[src/hw/rtl/max_pooling_2d_with_argmax_top_defines.svh]
// Assertion helpers for the max pooling block.
// Each macro expects signals named clk and rst_n in the using scope.
`ifndef MAX_POOLING_2D_WITH_ARGMAX_TOP_DEFINES_SVH
`define MAX_POOLING_2D_WITH_ARGMAX_TOP_DEFINES_SVH

`ifndef SYNTHESIS
`define MPA_ASSERT_IMP(label, ante, cons) \
  label: assert property (@(posedge clk) disable iff (!rst_n) (ante) |-> (cons)) \
    else $error("mpa: same-cycle check failed");
`define MPA_ASSERT_NEXT(label, ante, cons) \
  label: assert property (@(posedge clk) disable iff (!rst_n) (ante) |=> (cons)) \
    else $error("mpa: next-cycle check failed");
`else
`define MPA_ASSERT_IMP(label, ante, cons)
`define MPA_ASSERT_NEXT(label, ante, cons)
`endif

`endif

[src/hw/rtl/mpa_pkg.sv]
package mpa_pkg;

  // Sizing
  localparam int SAMPLE_WIDTH   = 16;
  localparam int MAX_FRAME_COLS = 256;
  localparam int MAX_WINDOW     = 8;
  localparam int MAX_ROWS       = 256;
  localparam int MAX_STRIDE     = 8;

  // Register field widths
  localparam int FRAME_REG_W = 9;
  localparam int WIN_REG_W   = 4;
  localparam int CFG_IDX_W   = 3;
  localparam int CFG_DATA_W  = 9;

  // Derived widths
  localparam int ROW_W      = $clog2(MAX_ROWS);
  localparam int RDIM_W     = $clog2(MAX_ROWS + 1);
  localparam int COL_W      = $clog2(MAX_FRAME_COLS);
  localparam int CDIM_RAW_W = $clog2(MAX_FRAME_COLS + 1);
  localparam int CDIM_W     = (CDIM_RAW_W > FRAME_REG_W) ? CDIM_RAW_W : FRAME_REG_W;
  localparam int CDIM1_W    = CDIM_W + 1;
  localparam int DIM_W      = (CDIM_W > RDIM_W) ? CDIM_W : RDIM_W;
  localparam int DIM1_W     = DIM_W + 1;
  localparam int WIN_W      = $clog2(MAX_WINDOW);
  localparam int SX_W       = WIN_REG_W + 1;
  localparam int POS_W      = $clog2(MAX_WINDOW * MAX_WINDOW);
  localparam int POS_OUT_W  = 6;
  localparam int PHASE_W    = 3;
  localparam int STORE_DEPTH = MAX_WINDOW * MAX_FRAME_COLS;
  localparam int ADDR_W     = $clog2(STORE_DEPTH);

  // Reset values of the registers
  localparam logic [FRAME_REG_W-1:0] RST_FRAME_ROWS  = 9'd28;
  localparam logic [FRAME_REG_W-1:0] RST_FRAME_COLS  = 9'd28;
  localparam logic [WIN_REG_W-1:0]   RST_WINDOW_ROWS = 4'd2;
  localparam logic [WIN_REG_W-1:0]   RST_WINDOW_COLS = 4'd2;
  localparam logic [WIN_REG_W-1:0]   RST_STRIDE      = 4'd2;

  // Register indexes
  typedef enum logic [CFG_IDX_W-1:0] {
    REG_FRAME_ROWS  = 3'd0,
    REG_FRAME_COLS  = 3'd1,
    REG_WINDOW_ROWS = 3'd2,
    REG_WINDOW_COLS = 3'd3,
    REG_STRIDE      = 3'd4
  } cfg_reg_t;

  // Sequencer states
  typedef enum logic [1:0] {
    ST_IDLE,
    ST_SCAN,
    ST_DRAIN,
    ST_HOLD
  } mpa_state_t;

  // Clamped, ready-to-use configuration
  typedef struct packed {
    logic [RDIM_W-1:0]    rows;
    logic [CDIM_W-1:0]    cols;
    logic [WIN_REG_W-1:0] win_rows;
    logic [WIN_REG_W-1:0] win_cols;
    logic [WIN_REG_W-1:0] stride;
  } cfg_t;

  // Tag that travels with each line store read
  typedef struct packed {
    logic             valid;
    logic [POS_W-1:0] pos;
  } rd_tag_t;

  // Result register control
  typedef struct packed {
    logic load;
    logic last_window;
  } res_ctl_t;

  // Stride phase step: phase only advances once a full window fits
  function automatic logic [PHASE_W-1:0] next_phase(
    input logic [DIM_W-1:0]     pos,
    input logic [WIN_REG_W-1:0] win,
    input logic [PHASE_W-1:0]   phase,
    input logic [WIN_REG_W-1:0] s
  );
    logic [DIM1_W-1:0]    pos_inc;
    logic [WIN_REG_W-1:0] ph_inc;
    pos_inc = DIM1_W'(pos) + DIM1_W'(1);
    ph_inc  = WIN_REG_W'(phase) + WIN_REG_W'(1);
    if (pos_inc < DIM1_W'(win)) begin
      return '0;
    end else if (ph_inc >= s) begin
      return '0;
    end else begin
      return PHASE_W'(ph_inc);
    end
  endfunction

endpackage

[src/hw/rtl/mpa_argmax.sv]
module mpa_argmax (
  input  logic                                    clk,
  input  logic                                    rst_n,
  input  mpa_pkg::rd_tag_t                        rd_tag,
  input  logic [mpa_pkg::SAMPLE_WIDTH-1:0]        rd_data,
  input  mpa_pkg::res_ctl_t                       res_ctl,
  input  logic                                    out_ready,
  output logic                                    out_valid,
  output logic                                    out_free,
  output logic signed [mpa_pkg::SAMPLE_WIDTH-1:0] max_value,
  output logic [mpa_pkg::POS_OUT_W-1:0]           max_position,
  output logic                                    last_window
);

  logic signed [mpa_pkg::SAMPLE_WIDTH-1:0] best_r, best_nxt;
  logic [mpa_pkg::POS_W-1:0]               bpos_r, bpos_nxt;
  logic                                    take;

  logic                                    ovalid_r, ovalid_nxt;
  logic signed [mpa_pkg::SAMPLE_WIDTH-1:0] oval_r;
  logic [mpa_pkg::POS_OUT_W-1:0]           opos_r;
  logic                                    olast_r;

  // Strict compare keeps the first maximum; first read always takes
  always_comb begin
    take     = rd_tag.valid &&
               ((rd_tag.pos == '0) || ($signed(rd_data) > best_r));
    best_nxt = take ? $signed(rd_data) : best_r;
    bpos_nxt = take ? rd_tag.pos : bpos_r;
  end

  always_ff @(posedge clk) begin
    best_r <= best_nxt;
    bpos_r <= bpos_nxt;
  end

  // Result register
  assign out_free = !ovalid_r || out_ready;

  always_comb begin
    ovalid_nxt = ovalid_r;
    if (res_ctl.load) begin
      ovalid_nxt = 1'b1;
    end else if (out_ready) begin
      ovalid_nxt = 1'b0;
    end
  end

  always_ff @(posedge clk) begin
    if (!rst_n) begin
      ovalid_r <= 1'b0;
    end else begin
      ovalid_r <= ovalid_nxt;
    end
  end

  always_ff @(posedge clk) begin
    if (res_ctl.load) begin
      oval_r  <= best_nxt;
      opos_r  <= mpa_pkg::POS_OUT_W'(bpos_nxt);
      olast_r <= res_ctl.last_window;
    end
  end

  assign out_valid    = ovalid_r;
  assign max_value    = oval_r;
  assign max_position = opos_r;
  assign last_window  = olast_r;

endmodule

[config.mk]
export PLATFORM = sky130hd
export DESIGN_NAME = mpa_argmax
export DESIGN_NICKNAME = d
export VERILOG_FILES = /design/src/hw/rtl/max_pooling_2d_with_argmax_top_defines.svh /design/src/hw/rtl/mpa_pkg.sv /design/src/hw/rtl/mpa_argmax.sv
export SDC_FILE = /design/constraint.sdc
export NUM_CORES = 1
export LEC_CHECK = 0
export ABC_AREA = 1
export BUFFER_PORTS_ARGS = -buffer_cell sky130_fd_sc_hd__buf_2
export CELL_PAD_IN_SITES_DETAIL_PLACEMENT = 0
export CELL_PAD_IN_SITES_GLOBAL_PLACEMENT = 2
export CORE_MARGIN = 3
export CORE_UTILIZATION = 35
export CTS_BUF_LIST = sky130_fd_sc_hd__clkbuf_4 sky130_fd_sc_hd__clkbuf_8
export DETAILED_ROUTE_END_ITERATION = 6
export PLACE_DENSITY = 0.94
export SLEW_MARGIN = 20
export SYNTH_ARGS = -nofsm -noshare
export SYNTH_HDL_FRONTEND = slang
export SYNTH_SLANG_ARGS = --single-unit
[constraint.sdc]
create_clock -name clk -period 4.42 [get_ports clk]
set_input_delay 0.442 -clock clk [delete_from_list [all_inputs] [get_ports clk]]
set_output_delay 0.442 -clock clk [all_outputs]
set_load 0.02 [all_outputs]
# == After elaboration in Yosys (flattened, before gate mapping) ==
# Index checks and enable logic that the tools add are counted.
# word_totals
ff_bits,46
word_cells,17
inputBits,28
# op_classes
muxes,4
n_reduce_logical,6
order_cmp,1
# op_table
operator,count
> comparator 16 bit,1
2-to-1 mux 16 bit,1
logical NOT 6 bit,1
2-to-1 mux 6 bit,1
logical OR 1 bit,2
2-to-1 mux 1 bit,2
nonzero test 2 bit,1
logical AND 1 bit,1
logical NOT 1 bit,1

# == Longest topological paths before layout ==
# Gate-level depths: netlist (run 1).
# depth
word_depth,4
ltp_mapped,19
depth_no_buf,18

# == Least setup slack after synthesis (run 1) ==
# OpenSTA, ideal clock, no wires.
# synth_timing
path_kind,in2reg
from,input rd_data[15] in the netlist's numbering
to,register oval_r (netlist bit max_value[10]) (data pin)
cell_stages,12
setup_time_ns,0.257
setup_slack_ns,2.465
t_required_ns,4.163
n_path_buf,1
arrival_time_ns,1.698
cell_sequence,ha_1 -> a21oi_1 -> o21ai_0 -> a21oi_1 -> nand3_1 -> nand2_1 -> nand2_2 -> nand2_4 -> nand2_2 -> buf_6 -> nand2_1 -> nand2_1
# synth_via
elab_chain_cells,4
# synth_lines
item,line,text
from (decl),mpa_argmax.sv:5,"input logic [mpa_pkg::SAMPLE_WIDTH-1:0] rd_data,"
> comparator 16 bit,mpa_argmax.sv:27,((rd_tag.pos == '0) || ($signed(rd_data) > best_r));
logical OR 1 bit,mpa_argmax.sv:27,
logical AND 1 bit,mpa_argmax.sv:26,take = rd_tag.valid &&
2-to-1 mux 16 bit,mpa_argmax.sv:28,best_nxt = take ? $signed(rd_data) : best_r;
"net best_nxt, one bit",mpa_argmax.sv:15,"logic signed [mpa_pkg::SAMPLE_WIDTH-1:0] best_r, best_nxt;"
to (signal assigned),mpa_argmax.sv:59,oval_r <= best_nxt;
to (decl),mpa_argmax.sv:20,logic signed [mpa_pkg::SAMPLE_WIDTH-1:0] oval_r;
# The timed path passes the listed nets, and every way through them passes these cells.
# A chain may end at the register's enable or synchronous reset.

# == Final worst setup path (run 1) ==
# layout_timing
from,register best_r[15] in the netlist's numbering
to,register opos_r (netlist bit max_position[5]) (data pin)
# layout_via
elab_chain_cells,4
# layout_lines
item,line,text
from (decl),mpa_argmax.sv:15,
from (signal assigned),mpa_argmax.sv:33,best_r <= best_nxt;
> comparator 16 bit,mpa_argmax.sv:27,
logical OR 1 bit,mpa_argmax.sv:27,
logical AND 1 bit,mpa_argmax.sv:26,
2-to-1 mux 6 bit,mpa_argmax.sv:29,bpos_nxt = take ? rd_tag.pos : bpos_r;
"net bpos_nxt, one bit",mpa_argmax.sv:16,"logic [mpa_pkg::POS_W-1:0] bpos_r, bpos_nxt;"
to (signal assigned),mpa_argmax.sv:60,opos_r <= mpa_pkg::POS_OUT_W'(bpos_nxt);
to (decl),mpa_argmax.sv:21,logic [mpa_pkg::POS_OUT_W-1:0] opos_r;
# The timed path passes the listed nets, and every way through them passes these cells.

==> flow_summary.yaml, run 1 <==
outcome:
  status: "finished clean"
routing:
  dr_total_vias: 1437
  via_per_inst: 4.422
  drc_errors: 0
  drt_first_iter_violations: 62
  drt-total-wl_mm: 3.786
  final_antenna_net_count: 0
  dr.pass1.iters: 4
  wl_per_cell_um: 11.65
timing:
  finClkSkew_ps: 4.857
  period_share: 0.5421
  final_max_slew_viol_count: 0
  finalSetupTns_ps: 0
  whs_ps: 323.1
  finalCriticalPeriod_ps: 2396
  setup_viol_count_final: 0
  max_slew_margin: 0.6052
  timing.fmax_ghz: 0.4173
  rsz0062_at_grt: "false"
  finalHoldViolations: 0
  worst-slew-pin-transition_ps: 592.1
layout:
  postLayoutCoreUtil: 0.4492
  n_antenna_cell: 0
  fin_nets: 298
  final_cell_mix: "64 x nand2_1, 52 x buf_2, 24 x nand3_1"
  fin_area_sq_mm: 0.002367
  layout-drive-gt1-share: 0.2510
  syn_to_final_growth_pct: 20.20
  final_common_cell: "nand2_1"
yosys:
  synth_fp_nets: 245
  syn-cell-area_sq_mm: 0.001969
  ys_seq_elements: 46
  yosysWarningCount: 0
  synth_cells: 201
  synth.area.top_cells: "edfxtp_1 35%, dfxtp_1 23%, nand2_1 12%"
  yosys.area.top_type_share: 0.3507
  yosysTopAreaCell: "edfxtp_1"
  synth.avg_cell_area_sq_um: 9.798
  ys_types: 20
  yosysSeqAreaShare: 0.5845
pwr:
  power_uw: 1602
  p_leak_uw: 0.001180
  max-vdd-ir-drop_mv: 0.2252
  p_per_area_mw_per_mm2: 676.9
clock_network:
  post-cts-setup-buffer-count: 0
  cts_root_buf: "clkbuf_8"
  cts_buffers: 5
  cts.sinks: 46
  clk_pin_slew_worst_paths_ps: 80
  cts_tree: "built"
  ctsHoldBuffers: 0
  htree_levels: 2
  clkLatencyLatePin_ps: 290
  ctsResizeCount: 0
  cts_buffer_depth: 2
global_routing:
  grt_pass1_wl_mm: 6.299
  grt_overflow: 0
  antenna_found_initial: 0
  grt_start_max_net_pins: 25
  grt_pass1_vias: 1372
  track_usage: 0.1276
setup_path:
  cp.required_ps: 4450
  reg2reg_to: "max_position[5]$_DFFE_PP_"
  cpMostUsedCell: "nand2_1"
  startpoint_type: "register"
  crit_path_start: "best_r[15]$_DFF_P_"
  reg2reg_depth: 13
  cp_max_fo: 23
  r2r-start: "best_r[15]$_DFF_P_"
  crit_path_cell_trace: "inv_1, ha_1, nand2_1, nor3_2, nand2_1, nand2_1, nand2_1, nand2_1, nand2_2, nand2_4, nand2_2, nand2_1, nand2_1"
  crit_path_end_kind: "register"
  crit_type: "register to register"
  cpPeakStageDelay_ps: 350
  cp.arrival_ps: 2430
  slowest_stage: "nand2_2"
  r2r_setup_slack_ps: 2020
flow_run:
  maxCapViolCount: 0
floorplan:
  core-area_sq_mm: 0.005270
  top_level_ports: 53
  rows: 26
  die_y_um: 81.01
  die_w_um: 81.01
  start_util: 0.3737
  dieArea_sq_mm: 0.006563
hold_path:
  min-delay-start: "res_ctl[0]"
  hold_end: "last_window$_DFFE_PP_"
  holdPathStages: 1
  min_path_type: "primary input to register"
place:
  place_hpwl_mm: 2.602
  port_buffers: 52
  globalplace.congestion: 0.7199
  placed_area_sq_mm: 0.002272
## Yosys cell counts (all sizes together)
master and number:
a21boi 1, a21o 1, a21oi 6, buf 4, clkbuf 2, dfxtp 23, edfxtp 23, ha 16
inv 23, nand2 67, nand3 24, nand4 2, nor2 5, nor3 2, nor4 1, o21ai 1
## registers in the layout, summed over array words and instances (netlist names)
signal        count
max_position      6
max_value        16
bpos_r            6
best_r           16
last_window       1
out_valid         1
## logic make-up after synthesis
kind of cell | synth area share
adders and majority gates | 0.1017
DFF | 0.5845
buffers and inverters | 0.06671
AOI/OAI and AO/OA | 0.02541
and+or+nand+nor | 0.2217
## critical path, delay by kind of cell, from the launching register on
| family | cells | cell delay [ps] |
|---|---|---|
| DFF | 1 | 330 |
| and+or+nand+nor | 11 | 1450 |
| adders and majority gates | 1 | 320 |
| buffers and inverters | 1 | 40 |
## cell type report
| type | count | area [sq um] |
|---|---|---|
| sequential | 46 | 1151 |
| clock buffer | 7 | 90.09 |
| multi-input combinational | 126 | 686.9 |
| timing repair buffer | 52 | 260.3 |
| inverter | 23 | 86.33 |
| tap | 70 | 87.58 |
| fill | 540 | 2903 |
| clock inverter | 1 | 5.005 |
## worst max path at each step
stage / to / slack (ps) / depth (start not counted)
after floorplan: max_value[10]$_DFFE_PP_ / 2470 / 12
after global placement: max_position[5]$_DFFE_PP_ / 1790 / 13
after detailed placement: max_position[5]$_DFFE_PP_ / 1790 / 13
after CTS: max_position[5]$_DFFE_PP_ / 1980 / 13
after global routing: max_position[5]$_DFFE_PP_ / 1750 / 13
final: max_position[5]$_DFFE_PP_ / 2020 / 13
## where the power goes
| part | internal (uW) | switching (uW) |
|---|---|---|
| combinational | 206 | 416 |
| clock | 132 | 130 |
| sequential | 662 | 57.2 |
## metrics by stage
| step | instances | worst slack [ps] |
|---|---|---|
| after CTS | 325 | 1977 |
| after detailed placement | 317 | 1793 |
| final | 325 | 2024 |
| after global routing | 325 | 1753 |
| after floorplan | 201 | 2465 |
| after global placement | 317 | 1794 |
## layer usage
layer | routed length (um) | vias up | share of wire | global-route usage
met4 | 36 | 0 | 0.0095 | 0.04054
met3 | 236 | 2 | 0.062 | 0.03991
met1 | 1774 | 636 | 0.47 | 0.1697
li1 | - | 761 | - | -
met5 | 0 | - | 0 | 0
met2 | 1739 | 38 | 0.46 | 0.1979
Note: power is estimated with default switching activity, not from simulation.
==> run 2, diff against run 1 <==
Settings changed: CORE_UTILIZATION 35 to 32, PLACE_DENSITY 0.94 to 0.88.
Clock period 4.42 ns to 2.4 ns, I/O delays scaled along.
==> run 2 against run 1 <==
  * Routed wire length grew 6.8%
  * Fmax is 15% higher
  * Core utilization decreased by 3.0 points
  * Die area is 8.7% higher
  * Final cell count is 1.2% higher
  * Global-route usage fell by 1.0 points
  * Non-clock buffer count increased by 2
  * Clock power rose by 120%
  * Clock skew grew 1.6 ps
  * Power is 93% higher
  * Count of clock-buffer cells in the layout is 2 lower
  * Largest power group unchanged
  * Highest routed layer unchanged
==> flow_summary.yaml, run 2 (synthesis results as in run 1) <==
clock_network:
  post-cts-setup-buffer-count: 0
  cts_root_buf: "clkbuf_8"
  cts_tree: "built"
  cts.sinks: 46
  clk_pin_slew_worst_paths_ps: 90
  ctsHoldBuffers: 0
  clkLatencyLatePin_ps: 300
  cts_buffers: 5
  cts_buffer_depth: 2
  ctsResizeCount: 0
  htree_levels: 2
timing:
  setup_viol_count_final: 0
  finalCriticalPeriod_ps: 2082
  rsz0062_at_grt: "false"
  final_max_slew_viol_count: 0
  finalSetupTns_ps: 0
  finalHoldViolations: 0
  finClkSkew_ps: 6.476
  period_share: 0.8676
  timing.fmax_ghz: 0.4802
  max_slew_margin: 0.5918
  worst-slew-pin-transition_ps: 612.3
global_routing:
  grt_pass1_wl_mm: 6.672
  antenna_found_initial: 0
  grt_overflow: 0
  track_usage: 0.1173
  grt_start_max_net_pins: 25
  grt_pass1_vias: 1435
setup_path:
  r2r_setup_slack_ps: 320
  crit_path_cell_trace: "inv_1, ha_1, a21oi_1, o21ai_0, a21oi_1, nand2_1, nand2_1, nand2_1, nand2_2, nand2_4, buf_4, nand3_1, nand2_1"
  crit_path_end_kind: "register"
  crit_type: "register to register"
  cpPeakStageDelay_ps: 340
  reg2reg_depth: 13
  cp.arrival_ps: 2140
  cp_max_fo: 22
  cp.required_ps: 2460
  cpMostUsedCell: "nand2_1"
  reg2reg_to: "max_position[5]$_DFFE_PP_"
  r2r-start: "best_r[15]$_DFF_P_"
  startpoint_type: "register"
  slowest_stage: "dfxtp_1"
pwr:
  p_leak_uw: 0.001201
  max-vdd-ir-drop_mv: 0.5439
  p_per_area_mw_per_mm2: 1287
hold_path:
  min_path_type: "primary input to register"
  holdPathStages: 1
  min-delay-start: "res_ctl[0]"
  hold_end: "last_window$_DFFE_PP_"
layout:
  fin_nets: 300
  fin_area_sq_mm: 0.002407
  syn_to_final_growth_pct: 22.24
  final_cell_mix: "64 x nand2_1, 52 x buf_2, 24 x nand3_1"
  n_antenna_cell: 0
  layout-drive-gt1-share: 0.2568
  fillers: 578
  final_common_cell: "nand2_1"
  postLayoutCoreUtil: 0.4192
routing:
  final_antenna_net_count: 0
  dr_total_vias: 1462
  via_per_inst: 4.444
  drc_errors: 0
  drt-total-wl_mm: 4.042
  dr.pass1.iters: 4
  wl_per_cell_um: 12.29
  drt_first_iter_violations: 63
floorplan:
  die_y_um: 84.45
  rows: 27
  dieArea_sq_mm: 0.007132
  start_util: 0.3429
  top_level_ports: 53
  die_w_um: 84.45
  core-area_sq_mm: 0.005743
place:
  placed_area_sq_mm: 0.002290
  globalplace.congestion: 0.6940
  place_hpwl_mm: 2.740
  port_buffers: 52
outcome:
  status: "finished clean"
flow_run:
  maxCapViolCount: 0
[run 2: changes by cell type in the layout (fill, tap and decap cells not counted)]
cell	before	now
buf_4	0	2
clkbuf_4	1	0
clkbuf_8	6	5
bufinv_16	0	1
nand2_2	2	1
nand2_4	1	2
inv_6	0	1
[run 2: layout make-up]
class / instances / area [sq um] / area share
clock buffers: 5 / 68.82 / 0.02859
clock inverters: 3 / 43.79 / 0.01819
inverters: 23 / 86.33 / 0.03586
multi-input cells: 126 / 691.9 / 0.2874
flip-flops and latches: 46 / 1151 / 0.4782
well taps: 72 / 90.09 / 0.03742
repair buffers: 54 / 275.3 / 0.1143
[run 2: report_power, final]
part | switching [uW] | internal, uW | total, uW
Sequential | 105 | 1220 | 1320
Combinational | 791 | 398 | 1190
Clock | 272 | 312 | 584
[run 2: metrics by stage]
step                setup WS (ps)  hold slack [ps]  std cells  power (uW)
finish                      317.7            115.0        329        3097
global placement            222.5            415.9        321        2521
CTS                         200.6            102.0        329        3137
global route                116.0            98.15        329        3364
detailed placement          203.4            421.7        321        2536
floorplan                   556.3            338.9        201        2232
[run 2: worst max-delay path by stage]
stage | from | cells after the start | slack, ps | endpoint
finish | best_r[15]$_DFF_P_ | 13 | 320 | max_position[5]$_DFFE_PP_
global route | best_r[15]$_DFF_P_ | 13 | 120 | max_value[4]$_DFFE_PP_
CTS | best_r[15]$_DFF_P_ | 13 | 200 | max_position[1]$_DFFE_PP_
detailed placement | rd_data[15] | 13 | 200 | max_value[2]$_DFFE_PP_
global placement | rd_data[15] | 13 | 220 | max_value[15]$_DFFE_PP_
floorplan | best_r[15]$_DFF_P_ | 14 | 560 | max_value[10]$_DFFE_PP_
[run 2: worst max-delay path: cells and delay by family, from the launching register on]
family / cells / cell delay [ps]
AO/OA/AOI/OAI: 3 / 420
flip-flops: 1 / 340
buffers and inverters: 2 / 260
AND/OR/NAND/NOR: 7 / 510
adder cells (fa/ha/maj): 1 / 310
[run 2: routing by layer]
| metal | up-vias | part of all wire | track usage | wire (um) |
|---|---|---|---|---|
| li1 | 771 | - | - | - |
| met1 | 648 | 0.49 | 0.1562 | 1980 |
| met2 | 38 | 0.44 | 0.1786 | 1790 |
| met3 | 5 | 0.053 | 0.04122 | 215 |
| met4 | 0 | 0.014 | 0.03885 | 55 |
| met5 | - | 0 | 0 | 0 |
