**config.mk**
```make
export PLATFORM = sky130hd
export DESIGN_NAME = mpa_ctrl
export DESIGN_NICKNAME = d
export VERILOG_FILES = /design/src/hw/rtl/max_pooling_2d_with_argmax_top_defines.svh /design/src/hw/rtl/mpa_pkg.sv /design/src/hw/rtl/mpa_ctrl.sv
export SDC_FILE = /design/constraint.sdc
export NUM_CORES = 1
export LEC_CHECK = 0
export BUFFER_PORTS_ARGS = -buffer_cell sky130_fd_sc_hd__buf_2
export CAP_MARGIN = 20
export CORE_UTILIZATION = 50
export DETAILED_ROUTE_END_ITERATION = 12
export GPL_ROUTABILITY_DRIVEN = 1
export HOLD_SLACK_MARGIN = 0.05
export PLACE_DENSITY = 0.78
export SYNTH_ARGS = -nofsm -noshare
export SYNTH_HDL_FRONTEND = slang
export SYNTH_SLANG_ARGS = --single-unit
```
**constraint.sdc**
```tcl
create_clock -name clk -period 5.4 [get_ports clk]
set_input_delay 1.08 -clock clk [delete_from_list [all_inputs] [get_ports clk]]
set_output_delay 1.08 -clock clk [all_outputs]
set_load 0.02 [all_outputs]
```
**src/hw/rtl/max_pooling_2d_with_argmax_top_defines.svh**
```systemverilog
// Assertion helpers for the max pooling block.
// Each macro expects signals named clk and rst_n in the using scope.
`ifndef MAX_POOLING_2D_WITH_ARGMAX_TOP_DEFINES_SVH
`define MAX_POOLING_2D_WITH_ARGMAX_TOP_DEFINES_SVH

`ifndef SYNTHESIS
`define MPA_ASSERT_IMP(label, ante, cons) \
  label: assert property (@(posedge clk) disable iff (!rst_n) (ante) |-> (cons)) \
    else $error("mpa: same-cycle check failed");
`define MPA_ASSERT_NEXT(label, ante, cons) \
  label: assert property (@(posedge clk) disable iff (!rst_n) (ante) |=> (cons)) \
    else $error("mpa: next-cycle check failed");
`else
`define MPA_ASSERT_IMP(label, ante, cons)
`define MPA_ASSERT_NEXT(label, ante, cons)
`endif

`endif

```
**src/hw/rtl/mpa_pkg.sv**
```systemverilog
package mpa_pkg;

  // Sizing
  localparam int SAMPLE_WIDTH   = 16;
  localparam int MAX_FRAME_COLS = 256;
  localparam int MAX_WINDOW     = 8;
  localparam int MAX_ROWS       = 256;
  localparam int MAX_STRIDE     = 8;

  // Register field widths
  localparam int FRAME_REG_W = 9;
  localparam int WIN_REG_W   = 4;
  localparam int CFG_IDX_W   = 3;
  localparam int CFG_DATA_W  = 9;

  // Derived widths
  localparam int ROW_W      = $clog2(MAX_ROWS);
  localparam int RDIM_W     = $clog2(MAX_ROWS + 1);
  localparam int COL_W      = $clog2(MAX_FRAME_COLS);
  localparam int CDIM_RAW_W = $clog2(MAX_FRAME_COLS + 1);
  localparam int CDIM_W     = (CDIM_RAW_W > FRAME_REG_W) ? CDIM_RAW_W : FRAME_REG_W;
  localparam int CDIM1_W    = CDIM_W + 1;
  localparam int DIM_W      = (CDIM_W > RDIM_W) ? CDIM_W : RDIM_W;
  localparam int DIM1_W     = DIM_W + 1;
  localparam int WIN_W      = $clog2(MAX_WINDOW);
  localparam int SX_W       = WIN_REG_W + 1;
  localparam int POS_W      = $clog2(MAX_WINDOW * MAX_WINDOW);
  localparam int POS_OUT_W  = 6;
  localparam int PHASE_W    = 3;
  localparam int STORE_DEPTH = MAX_WINDOW * MAX_FRAME_COLS;
  localparam int ADDR_W     = $clog2(STORE_DEPTH);

  // Reset values of the registers
  localparam logic [FRAME_REG_W-1:0] RST_FRAME_ROWS  = 9'd28;
  localparam logic [FRAME_REG_W-1:0] RST_FRAME_COLS  = 9'd28;
  localparam logic [WIN_REG_W-1:0]   RST_WINDOW_ROWS = 4'd2;
  localparam logic [WIN_REG_W-1:0]   RST_WINDOW_COLS = 4'd2;
  localparam logic [WIN_REG_W-1:0]   RST_STRIDE      = 4'd2;

  // Register indexes
  typedef enum logic [CFG_IDX_W-1:0] {
    REG_FRAME_ROWS  = 3'd0,
    REG_FRAME_COLS  = 3'd1,
    REG_WINDOW_ROWS = 3'd2,
    REG_WINDOW_COLS = 3'd3,
    REG_STRIDE      = 3'd4
  } cfg_reg_t;

  // Sequencer states
  typedef enum logic [1:0] {
    ST_IDLE,
    ST_SCAN,
    ST_DRAIN,
    ST_HOLD
  } mpa_state_t;

  // Clamped, ready-to-use configuration
  typedef struct packed {
    logic [RDIM_W-1:0]    rows;
    logic [CDIM_W-1:0]    cols;
    logic [WIN_REG_W-1:0] win_rows;
    logic [WIN_REG_W-1:0] win_cols;
    logic [WIN_REG_W-1:0] stride;
  } cfg_t;

  // Tag that travels with each line store read
  typedef struct packed {
    logic             valid;
    logic [POS_W-1:0] pos;
  } rd_tag_t;

  // Result register control
  typedef struct packed {
    logic load;
    logic last_window;
  } res_ctl_t;

  // Stride phase step: phase only advances once a full window fits
  function automatic logic [PHASE_W-1:0] next_phase(
    input logic [DIM_W-1:0]     pos,
    input logic [WIN_REG_W-1:0] win,
    input logic [PHASE_W-1:0]   phase,
    input logic [WIN_REG_W-1:0] s
  );
    logic [DIM1_W-1:0]    pos_inc;
    logic [WIN_REG_W-1:0] ph_inc;
    pos_inc = DIM1_W'(pos) + DIM1_W'(1);
    ph_inc  = WIN_REG_W'(phase) + WIN_REG_W'(1);
    if (pos_inc < DIM1_W'(win)) begin
      return '0;
    end else if (ph_inc >= s) begin
      return '0;
    end else begin
      return PHASE_W'(ph_inc);
    end
  endfunction

endpackage

```
**src/hw/rtl/mpa_ctrl.sv**
```systemverilog
module mpa_ctrl (
  input  logic                             clk,
  input  logic                             rst_n,
  input  mpa_pkg::cfg_t                    cfg,
  input  logic                             restart,
  input  logic                             in_valid,
  input  logic [mpa_pkg::SAMPLE_WIDTH-1:0] in_sample,
  output logic                             in_ready,
  input  logic                             out_free,
  output logic                             ram_we,
  output logic [mpa_pkg::ADDR_W-1:0]       ram_waddr,
  output logic [mpa_pkg::SAMPLE_WIDTH-1:0] ram_wdata,
  output logic                             ram_re,
  output logic [mpa_pkg::ADDR_W-1:0]       ram_raddr,
  output mpa_pkg::rd_tag_t                 rd_tag,
  output mpa_pkg::res_ctl_t                res_ctl,
  output logic                             scan_active
);

  mpa_pkg::mpa_state_t state_r, state_nxt;

  // Frame position
  logic [mpa_pkg::ROW_W-1:0]   row_r, row_nxt;
  logic [mpa_pkg::COL_W-1:0]   col_r, col_nxt;
  logic [mpa_pkg::PHASE_W-1:0] rph_r, rph_nxt;
  logic [mpa_pkg::PHASE_W-1:0] cph_r, cph_nxt;
  logic [mpa_pkg::WIN_W-1:0]   slot_r, slot_nxt;

  // Window scan
  logic [mpa_pkg::WIN_W-1:0]   sslot_r, sslot_nxt;
  logic [mpa_pkg::WIN_W-1:0]   ii_r, ii_nxt;
  logic [mpa_pkg::WIN_W-1:0]   jj_r, jj_nxt;
  logic [mpa_pkg::COL_W-1:0]   col0_r, col0_nxt;
  logic [mpa_pkg::POS_W-1:0]   pos_r, pos_nxt;
  logic                        lastw_r, lastw_nxt;
  mpa_pkg::rd_tag_t            tag_r, tag_nxt;

  logic                          accept;
  logic                          fire;
  logic                          scan_end;
  logic [mpa_pkg::RDIM_W-1:0]    r_inc;
  logic [mpa_pkg::CDIM_W-1:0]    c_inc;
  logic [mpa_pkg::SX_W-1:0]      sx, wm1, sstart;
  logic [mpa_pkg::CDIM_W-1:0]    scol;
  logic [mpa_pkg::WIN_W-1:0]     slot_inc;
  logic [mpa_pkg::WIN_W-1:0]     sslot_inc;

  function automatic logic [mpa_pkg::ADDR_W-1:0] store_addr(
    input logic [mpa_pkg::WIN_W-1:0] slot,
    input logic [mpa_pkg::COL_W-1:0] col
  );
    return mpa_pkg::ADDR_W'(slot) * mpa_pkg::ADDR_W'(mpa_pkg::MAX_FRAME_COLS)
           + mpa_pkg::ADDR_W'(col);
  endfunction

  assign accept = in_valid && in_ready;
  assign r_inc  = mpa_pkg::RDIM_W'(row_r) + mpa_pkg::RDIM_W'(1);
  assign c_inc  = mpa_pkg::CDIM_W'(col_r) + mpa_pkg::CDIM_W'(1);
  assign fire   = (r_inc >= mpa_pkg::RDIM_W'(cfg.win_rows)) &&
                  (c_inc >= mpa_pkg::CDIM_W'(cfg.win_cols)) &&
                  (rph_r == '0) && (cph_r == '0);
  assign scan_end = (mpa_pkg::WIN_REG_W'(ii_r) == cfg.win_rows - mpa_pkg::WIN_REG_W'(1)) &&
                    (mpa_pkg::WIN_REG_W'(jj_r) == cfg.win_cols - mpa_pkg::WIN_REG_W'(1));

  // Ring slot arithmetic for the line store rows
  assign slot_inc  = (slot_r == mpa_pkg::WIN_W'(mpa_pkg::MAX_WINDOW - 1)) ?
                     '0 : slot_r + mpa_pkg::WIN_W'(1);
  assign sslot_inc = (sslot_r == mpa_pkg::WIN_W'(mpa_pkg::MAX_WINDOW - 1)) ?
                     '0 : sslot_r + mpa_pkg::WIN_W'(1);
  assign sx  = mpa_pkg::SX_W'(slot_r);
  assign wm1 = mpa_pkg::SX_W'(cfg.win_rows) - mpa_pkg::SX_W'(1);
  assign sstart = (sx >= wm1) ? sx - wm1 : sx + mpa_pkg::SX_W'(mpa_pkg::MAX_WINDOW) - wm1;
  assign scol   = mpa_pkg::CDIM_W'(col0_r) + mpa_pkg::CDIM_W'(jj_r);

  // Next state
  always_comb begin
    state_nxt = state_r;
    unique case (state_r)
      mpa_pkg::ST_IDLE:  if (accept && fire) state_nxt = mpa_pkg::ST_SCAN;
      mpa_pkg::ST_SCAN:  if (scan_end) state_nxt = mpa_pkg::ST_DRAIN;
      mpa_pkg::ST_DRAIN: state_nxt = out_free ? mpa_pkg::ST_IDLE : mpa_pkg::ST_HOLD;
      mpa_pkg::ST_HOLD:  if (out_free) state_nxt = mpa_pkg::ST_IDLE;
      default:           state_nxt = mpa_pkg::ST_IDLE;
    endcase
  end

  // State outputs
  always_comb begin
    in_ready    = 1'b0;
    ram_re      = 1'b0;
    res_ctl     = '0;
    scan_active = 1'b0;
    unique case (state_r) inside
      mpa_pkg::ST_IDLE: in_ready = 1'b1;
      mpa_pkg::ST_SCAN: begin
        ram_re      = 1'b1;
        scan_active = 1'b1;
      end
      mpa_pkg::ST_DRAIN, mpa_pkg::ST_HOLD: res_ctl.load = out_free;
      default: in_ready = 1'b0;
    endcase
    res_ctl.last_window = lastw_r;
  end

  // Sample write into the line store at the current position
  assign ram_we    = accept;
  assign ram_waddr = store_addr(slot_r, col_r);
  assign ram_wdata = in_sample;
  assign ram_raddr = store_addr(sslot_r, scol[mpa_pkg::COL_W-1:0]);

  // Frame counters and scan pointers
  always_comb begin
    row_nxt   = row_r;
    col_nxt   = col_r;
    rph_nxt   = rph_r;
    cph_nxt   = cph_r;
    slot_nxt  = slot_r;
    sslot_nxt = sslot_r;
    ii_nxt    = ii_r;
    jj_nxt    = jj_r;
    col0_nxt  = col0_r;
    pos_nxt   = pos_r;
    lastw_nxt = lastw_r;
    tag_nxt.valid = ram_re;
    tag_nxt.pos   = pos_r;

    if (restart) begin
      row_nxt  = '0;
      col_nxt  = '0;
      rph_nxt  = '0;
      cph_nxt  = '0;
      slot_nxt = '0;
    end else if (accept) begin
      if (fire) begin
        sslot_nxt = sstart[mpa_pkg::WIN_W-1:0];
        ii_nxt    = '0;
        jj_nxt    = '0;
        pos_nxt   = '0;
        col0_nxt  = mpa_pkg::COL_W'(c_inc - mpa_pkg::CDIM_W'(cfg.win_cols));
        lastw_nxt = ((mpa_pkg::RDIM_W'(row_r) + mpa_pkg::RDIM_W'(cfg.stride)) >= cfg.rows) &&
                    ((mpa_pkg::CDIM1_W'(col_r) + mpa_pkg::CDIM1_W'(cfg.stride)) >=
                     mpa_pkg::CDIM1_W'(cfg.cols));
      end
      if (c_inc >= cfg.cols) begin
        col_nxt = '0;
        cph_nxt = '0;
        if (r_inc >= cfg.rows) begin
          row_nxt  = '0;
          rph_nxt  = '0;
          slot_nxt = '0;
        end else begin
          rph_nxt  = mpa_pkg::next_phase(mpa_pkg::DIM_W'(row_r), cfg.win_rows, rph_r,
                                         cfg.stride);
          row_nxt  = r_inc[mpa_pkg::ROW_W-1:0];
          slot_nxt = slot_inc;
        end
      end else begin
        cph_nxt = mpa_pkg::next_phase(mpa_pkg::DIM_W'(col_r), cfg.win_cols, cph_r,
                                      cfg.stride);
        col_nxt = c_inc[mpa_pkg::COL_W-1:0];
      end
    end

    // Row-major walk over the window
    if (ram_re) begin
      pos_nxt = pos_r + mpa_pkg::POS_W'(1);
      if (mpa_pkg::WIN_REG_W'(jj_r) == cfg.win_cols - mpa_pkg::WIN_REG_W'(1)) begin
        jj_nxt    = '0;
        ii_nxt    = ii_r + mpa_pkg::WIN_W'(1);
        sslot_nxt = sslot_inc;
      end else begin
        jj_nxt = jj_r + mpa_pkg::WIN_W'(1);
      end
    end
  end

  always_ff @(posedge clk) begin
    if (!rst_n) begin
      state_r <= mpa_pkg::ST_IDLE;
      row_r   <= '0;
      col_r   <= '0;
      rph_r   <= '0;
      cph_r   <= '0;
      slot_r  <= '0;
      tag_r   <= '0;
    end else begin
      state_r <= state_nxt;
      row_r   <= row_nxt;
      col_r   <= col_nxt;
      rph_r   <= rph_nxt;
      cph_r   <= cph_nxt;
      slot_r  <= slot_nxt;
      tag_r   <= tag_nxt;
    end
  end

  // Scan datapath, no reset needed
  always_ff @(posedge clk) begin
    sslot_r <= sslot_nxt;
    ii_r    <= ii_nxt;
    jj_r    <= jj_nxt;
    col0_r  <= col0_nxt;
    pos_r   <= pos_nxt;
    lastw_r <= lastw_nxt;
  end

  // Tag lines up with the registered read data
  assign rd_tag = tag_r;

endmodule

```
# Word level (Yosys, flattened, before mapping)
# Cells that the tools add are included.
# word_totals
ff_bits,58
input_bits,51
output_inout_bits,51
# classes
addsub,23
n_lt_le_gt_ge,11
eq_ne,11
muxes,39
bitwise_logic,2
n_reduce_logical,18
# op_table
op,n
two-way mux 3 bit,25
"adder 8 x 1 -> 9 bit, second input constant",4
greater-or-equal comparator 9 bit,4
two-way mux 6 bit,4
adder 11 x 8 -> 11 bit,2
adder 8 x 4 -> 9 bit,2
greater-or-equal comparator 9 x 4 -> 1 bit,2
less-than comparator 9 x 4 -> 1 bit,2
two-way mux 8 bit,2
"adder 3 x 1 -> 3 bit, second input constant",5
AND reduction 3 bit,3
"adder 3 x 1 -> 4 bit, second input constant",2
adder 8 x 3 -> 8 bit,1
== test 3 x 4 -> 1 bit,2
greater-or-equal comparator 4 bit,2
two-way mux 2 bit,4
case mux 2 bit (4 select lines),1
"subtractor 4 x 1 -> 4 bit, second input constant",2
subtractor 8 x 4 -> 8 bit,1
logical AND 1 bit,7
"adder 6 x 1 -> 6 bit, second input constant",1
"== test 3 bit, second input constant",2
zero test 3 bit,2
"!= test 2 bit, second input constant",3
other kinds (12),19

# Longest topological paths before layout
# depth
ltp_word,10
mapped_depth,13

# Least setup slack after synthesis
# OpenSTA, ideal clock, no wires.
# synth_timing
path_kind,input-to-reg
from,in cfg[0] (netlist name)
to,"reg lastw_r, data pin"
arrival_ns,3.309
slack_ns,1.836
cell_stages,10
path_cell_list,ha_1 fa_1 a21o_1 a21oi_1 nor2_1 xor2_1 ha_1 a2111o_1 a31o_2 and3_1
# synth_between
elab_chain_cells,3
elab_cells_between_ends,5
# synth_lines
item,line_no,rtl
start: declaration,mpa_ctrl.sv:4,"input mpa_pkg::cfg_t cfg,"
"adder 8 x 4 -> 9 bit, on equally long branches","mpa_ctrl.sv:140, mpa_ctrl.sv:141",
"greater-or-equal comparator 9 bit, on equally long branches","mpa_ctrl.sv:140, mpa_ctrl.sv:141",
logical AND 1 bit (*),mpa_ctrl.sv:140,lastw_nxt = ((mpa_pkg::RDIM_W'(row_r) + mpa_pkg::RDIM_W'(cfg.stride)) >= cfg.rows) &&
end signal: assignment,mpa_ctrl.sv:204,lastw_r <= lastw_nxt;
end: declaration,mpa_ctrl.sv:35,"logic lastw_r, lastw_nxt;"
# Every way passes the cells marked *; elsewhere a longest branch is shown, timed or not.
# A chain may end at the register's enable or synchronous reset.

# Worst setup path after layout
# layout_timing
from,reg row_r[0] (netlist name)
to,reg row_r[6] (netlist name)
# layout_between
elab_chain_cells,3
# layout_lines
item,line_no,rtl
start: declaration,mpa_ctrl.sv:23,"logic [mpa_pkg::ROW_W-1:0] row_r, row_nxt;"
start signal: assignment,mpa_ctrl.sv:188,row_r <= row_nxt;
adder 8 x 1 -> 9 bit (*),mpa_ctrl.sv:57,assign r_inc = mpa_pkg::RDIM_W'(row_r) + mpa_pkg::RDIM_W'(1);
greater-or-equal comparator 9 bit,mpa_ctrl.sv:147,if (r_inc >= cfg.rows) begin
two-way mux 8 bit (*),mpa_ctrl.sv:147,
# Marks and branches as above.

==> flow_summary.ini <==
[placement]
dp_slack_ns = 1.50
hpwl_microns = 8770
place_area_sq_mm = 0.00523
place.gp.congestion = 0.827
io_buffers = 69

[worst_hold_path]
hp-class = register to register
worstHoldStart = cph_r[1]
hold_path_depth = 2
hold_end = cph_r[1]

[worst_setup_path]
crit_slowest_cell = a22oi_1
rrSetupSlack_ns = 1.53
crit_chain = ha_1, nand3_1, xnor2_1, ha_1, a21o_1, a2111oi_0, o21ai_0, a22oi_1, o21ai_0, a311oi_1
required_ns = 5.64
crit_start = row_r[0]
r2r-start = row_r[0]
critPathTopFamily = compound AO/OA/AOI/OAI gates
r2r-end = row_r[6]
crit_path_max_incr_delay_ns = 0.80
critPathKind = register to register
path_buf_inv = 0
crit_arrival_ns = 4.12
rr_worst_depth = 10
start_kind = register
crit_path_end_kind = register
cp_num_cells = 10
worstPathMaxFanout = 12

[floorplanning]
die_h_microns = 101
fp.dieW_microns = 101
core_sq_mm = 0.00937
ios = 102
start_util_pct = 52.4
std_cell_rows = 35
die-area_sq_mm = 0.0102

[global_routing]
grt_first_pass_wirelength_microns = 18200
grt_max_degree = 26
grt_util_all_layers_pct = 22.7
gr-total-overflow = 0
antenna_found_initial = 0
grt_pass1_vias = 4063

[power]
leakagePower_nw = 2.66
power_per_cell_area_mw_per_mm2 = 188
peakVddDrop_mv = 0.0821
power.total_mw = 1.02

[run_status]
status = complete, no violations

[cells_and_area]
layout-drive-gt1-share_pct = 14.6
layout_common_cells = 78 x ha_1, 69 x buf_2, 56 x inv_1
n_antenna_cell = 0
fin_util_pct = 57.8
final_area_sq_mm = 0.00542
syn2layout_area_growth_pct = 10.3
fin_nets = 747
fill_cells = 859
layout_commonest_cell = ha_1

[synth]
avgSynthCellArea_sq_um = 8.71
synth_seq_cells = 58
async_reset_ff_share_pct = 0
synth_cell_types = 58
syn_inst = 564
synthFlopType = dfxtp_1
seq_area_frac_synth_pct = 27.3
yosys_warnings = 0
syn_area_sq_mm = 0.00491
synth_fp_nets = 698
synth-edff-count = 18

[sta]
rsz0062_at_grt = false
period_share_pct = 71.7
final.setup.tns_ns = 0
maxSlewHeadroom_pct = 35.1
drv_slew = 0
hold_violations = 0
worstMarginPinSlew_ns = 0.973
layout_setup_ws_ns = 1.53
fin_skew_ns = 0.0109
timing.fmax_mhz = 258
setup_viol = 0
finalCriticalPeriod_ns = 3.87

[run]
drv_cap = 0

[clock_tree]
cts-buffers-inserted = 9
cts.repair.resized = 0
clk_pin_slew_ns = 0.07
htree_levels = 3
clk_latency_ns = 0.34
cts_max_path_buffers = 2
cts_root_buf = clkbuf_8
cts_setup_buffers = 0
cts_sinks = 58
cts_hold_buf = 0
cts_tree = built

[routing]
post-route-drc-count = 0
routed_wl_microns = 10900
wl_per_cell_microns = 14.7
ant_nets = 0
drt-vias-per-instance = 5.60
drt_iter0_drc = 254
first_pass_iters = 5
via_count = 4184
-- cells in the mapped netlist, types with 8 or more instances --
master / n / area [sq um]
a21o_1: 16 / 120
and2_1: 12 / 75.1
and3_1: 8 / 50.1
buf_4: 18 / 135
o21ai_0: 21 / 105
xor2_1: 15 / 131
nand2_1: 35 / 131
inv_1: 56 / 210
nand2b_1: 10 / 62.6
a21oi_1: 35 / 175
edfxtp_1: 18 / 541
ha_1: 78 / 976
nor3_1: 10 / 50.1
nor2_1: 34 / 128
clkbuf_1: 11 / 41.3
nand3_1: 19 / 95.1
xnor2_1: 31 / 272
dfxtp_1: 40 / 801
-- area by class of cell --
class | count | area [sq um] | share of cell area (%)
Multi-Input combinational cell | 417 | 3170 | 58.4
Tap cell | 129 | 161 | 2.98
Clock buffer | 11 | 131 | 2.42
Inverter | 58 | 218 | 4.02
Timing Repair Buffer | 69 | 345 | 6.37
Sequential cell | 58 | 1340 | 24.8
Clock inverter | 5 | 55.1 | 1.02
-- worst max path at each step --
stage | to | slack (ns)
floorplan | lastw_r | 1.84
global placement | lastw_r | 1.58
detailed placement | lastw_r | 1.50
CTS | row_r[6] | 1.53
global route | row_r[6] | 1.22
finish | row_r[6] | 1.53
-- sequential cells by signal (all words and copies together), names as in the netlist, 6 cells and up --
| signal | cells |
|---|---|
| rd_tag | 7 |
| row_r | 8 |
| col0_r | 8 |
| col_r | 8 |
| pos_r | 6 |
-- where the power goes --
part           leakage [nW]  internal, mW  switching [mW]  total [mW]
clock                0.0909         0.212           0.173       0.385
combinational          2.08        0.0703          0.0882       0.158
sequential            0.489         0.463          0.0133       0.476
-- metrics by stage --
step / std cells / hold WS (ns)
floorplan: 564 / 0.457
global placement: 731 / 0.468
detailed placement: 731 / 0.485
CTS: 747 / 0.494
global route: 747 / 0.537
finish: 747 / 0.500
-- layer usage --
layer	routed length, microns	GRT usage [%]
met5	0	0
met4	233	11.3
met3	671	4.16
met2	5280	38.4
met1	4760	27.7
-- cell families after synthesis --
logic type,Yosys count,synth area share [%]
flip-flops,58,27.3
XOR/XNOR,47,8.66
AND/OR/NAND/NOR,165,17.5
adder cells (fa/ha/maj),83,21.9
buffers and inverters,89,8.23
multiplexers,3,0.662
AO/OA/AOI/OAI,119,15.7
-- tightest hold or removal path, delay by kind of cell, from the launching register on --
kind               cells  cell delay, ns
AOI/OAI and AO/OA      1            0.05
DFF                    1            0.34
and+or+nand+nor        1            0.07
No activity file was read; power rests on OpenSTA's default activity.
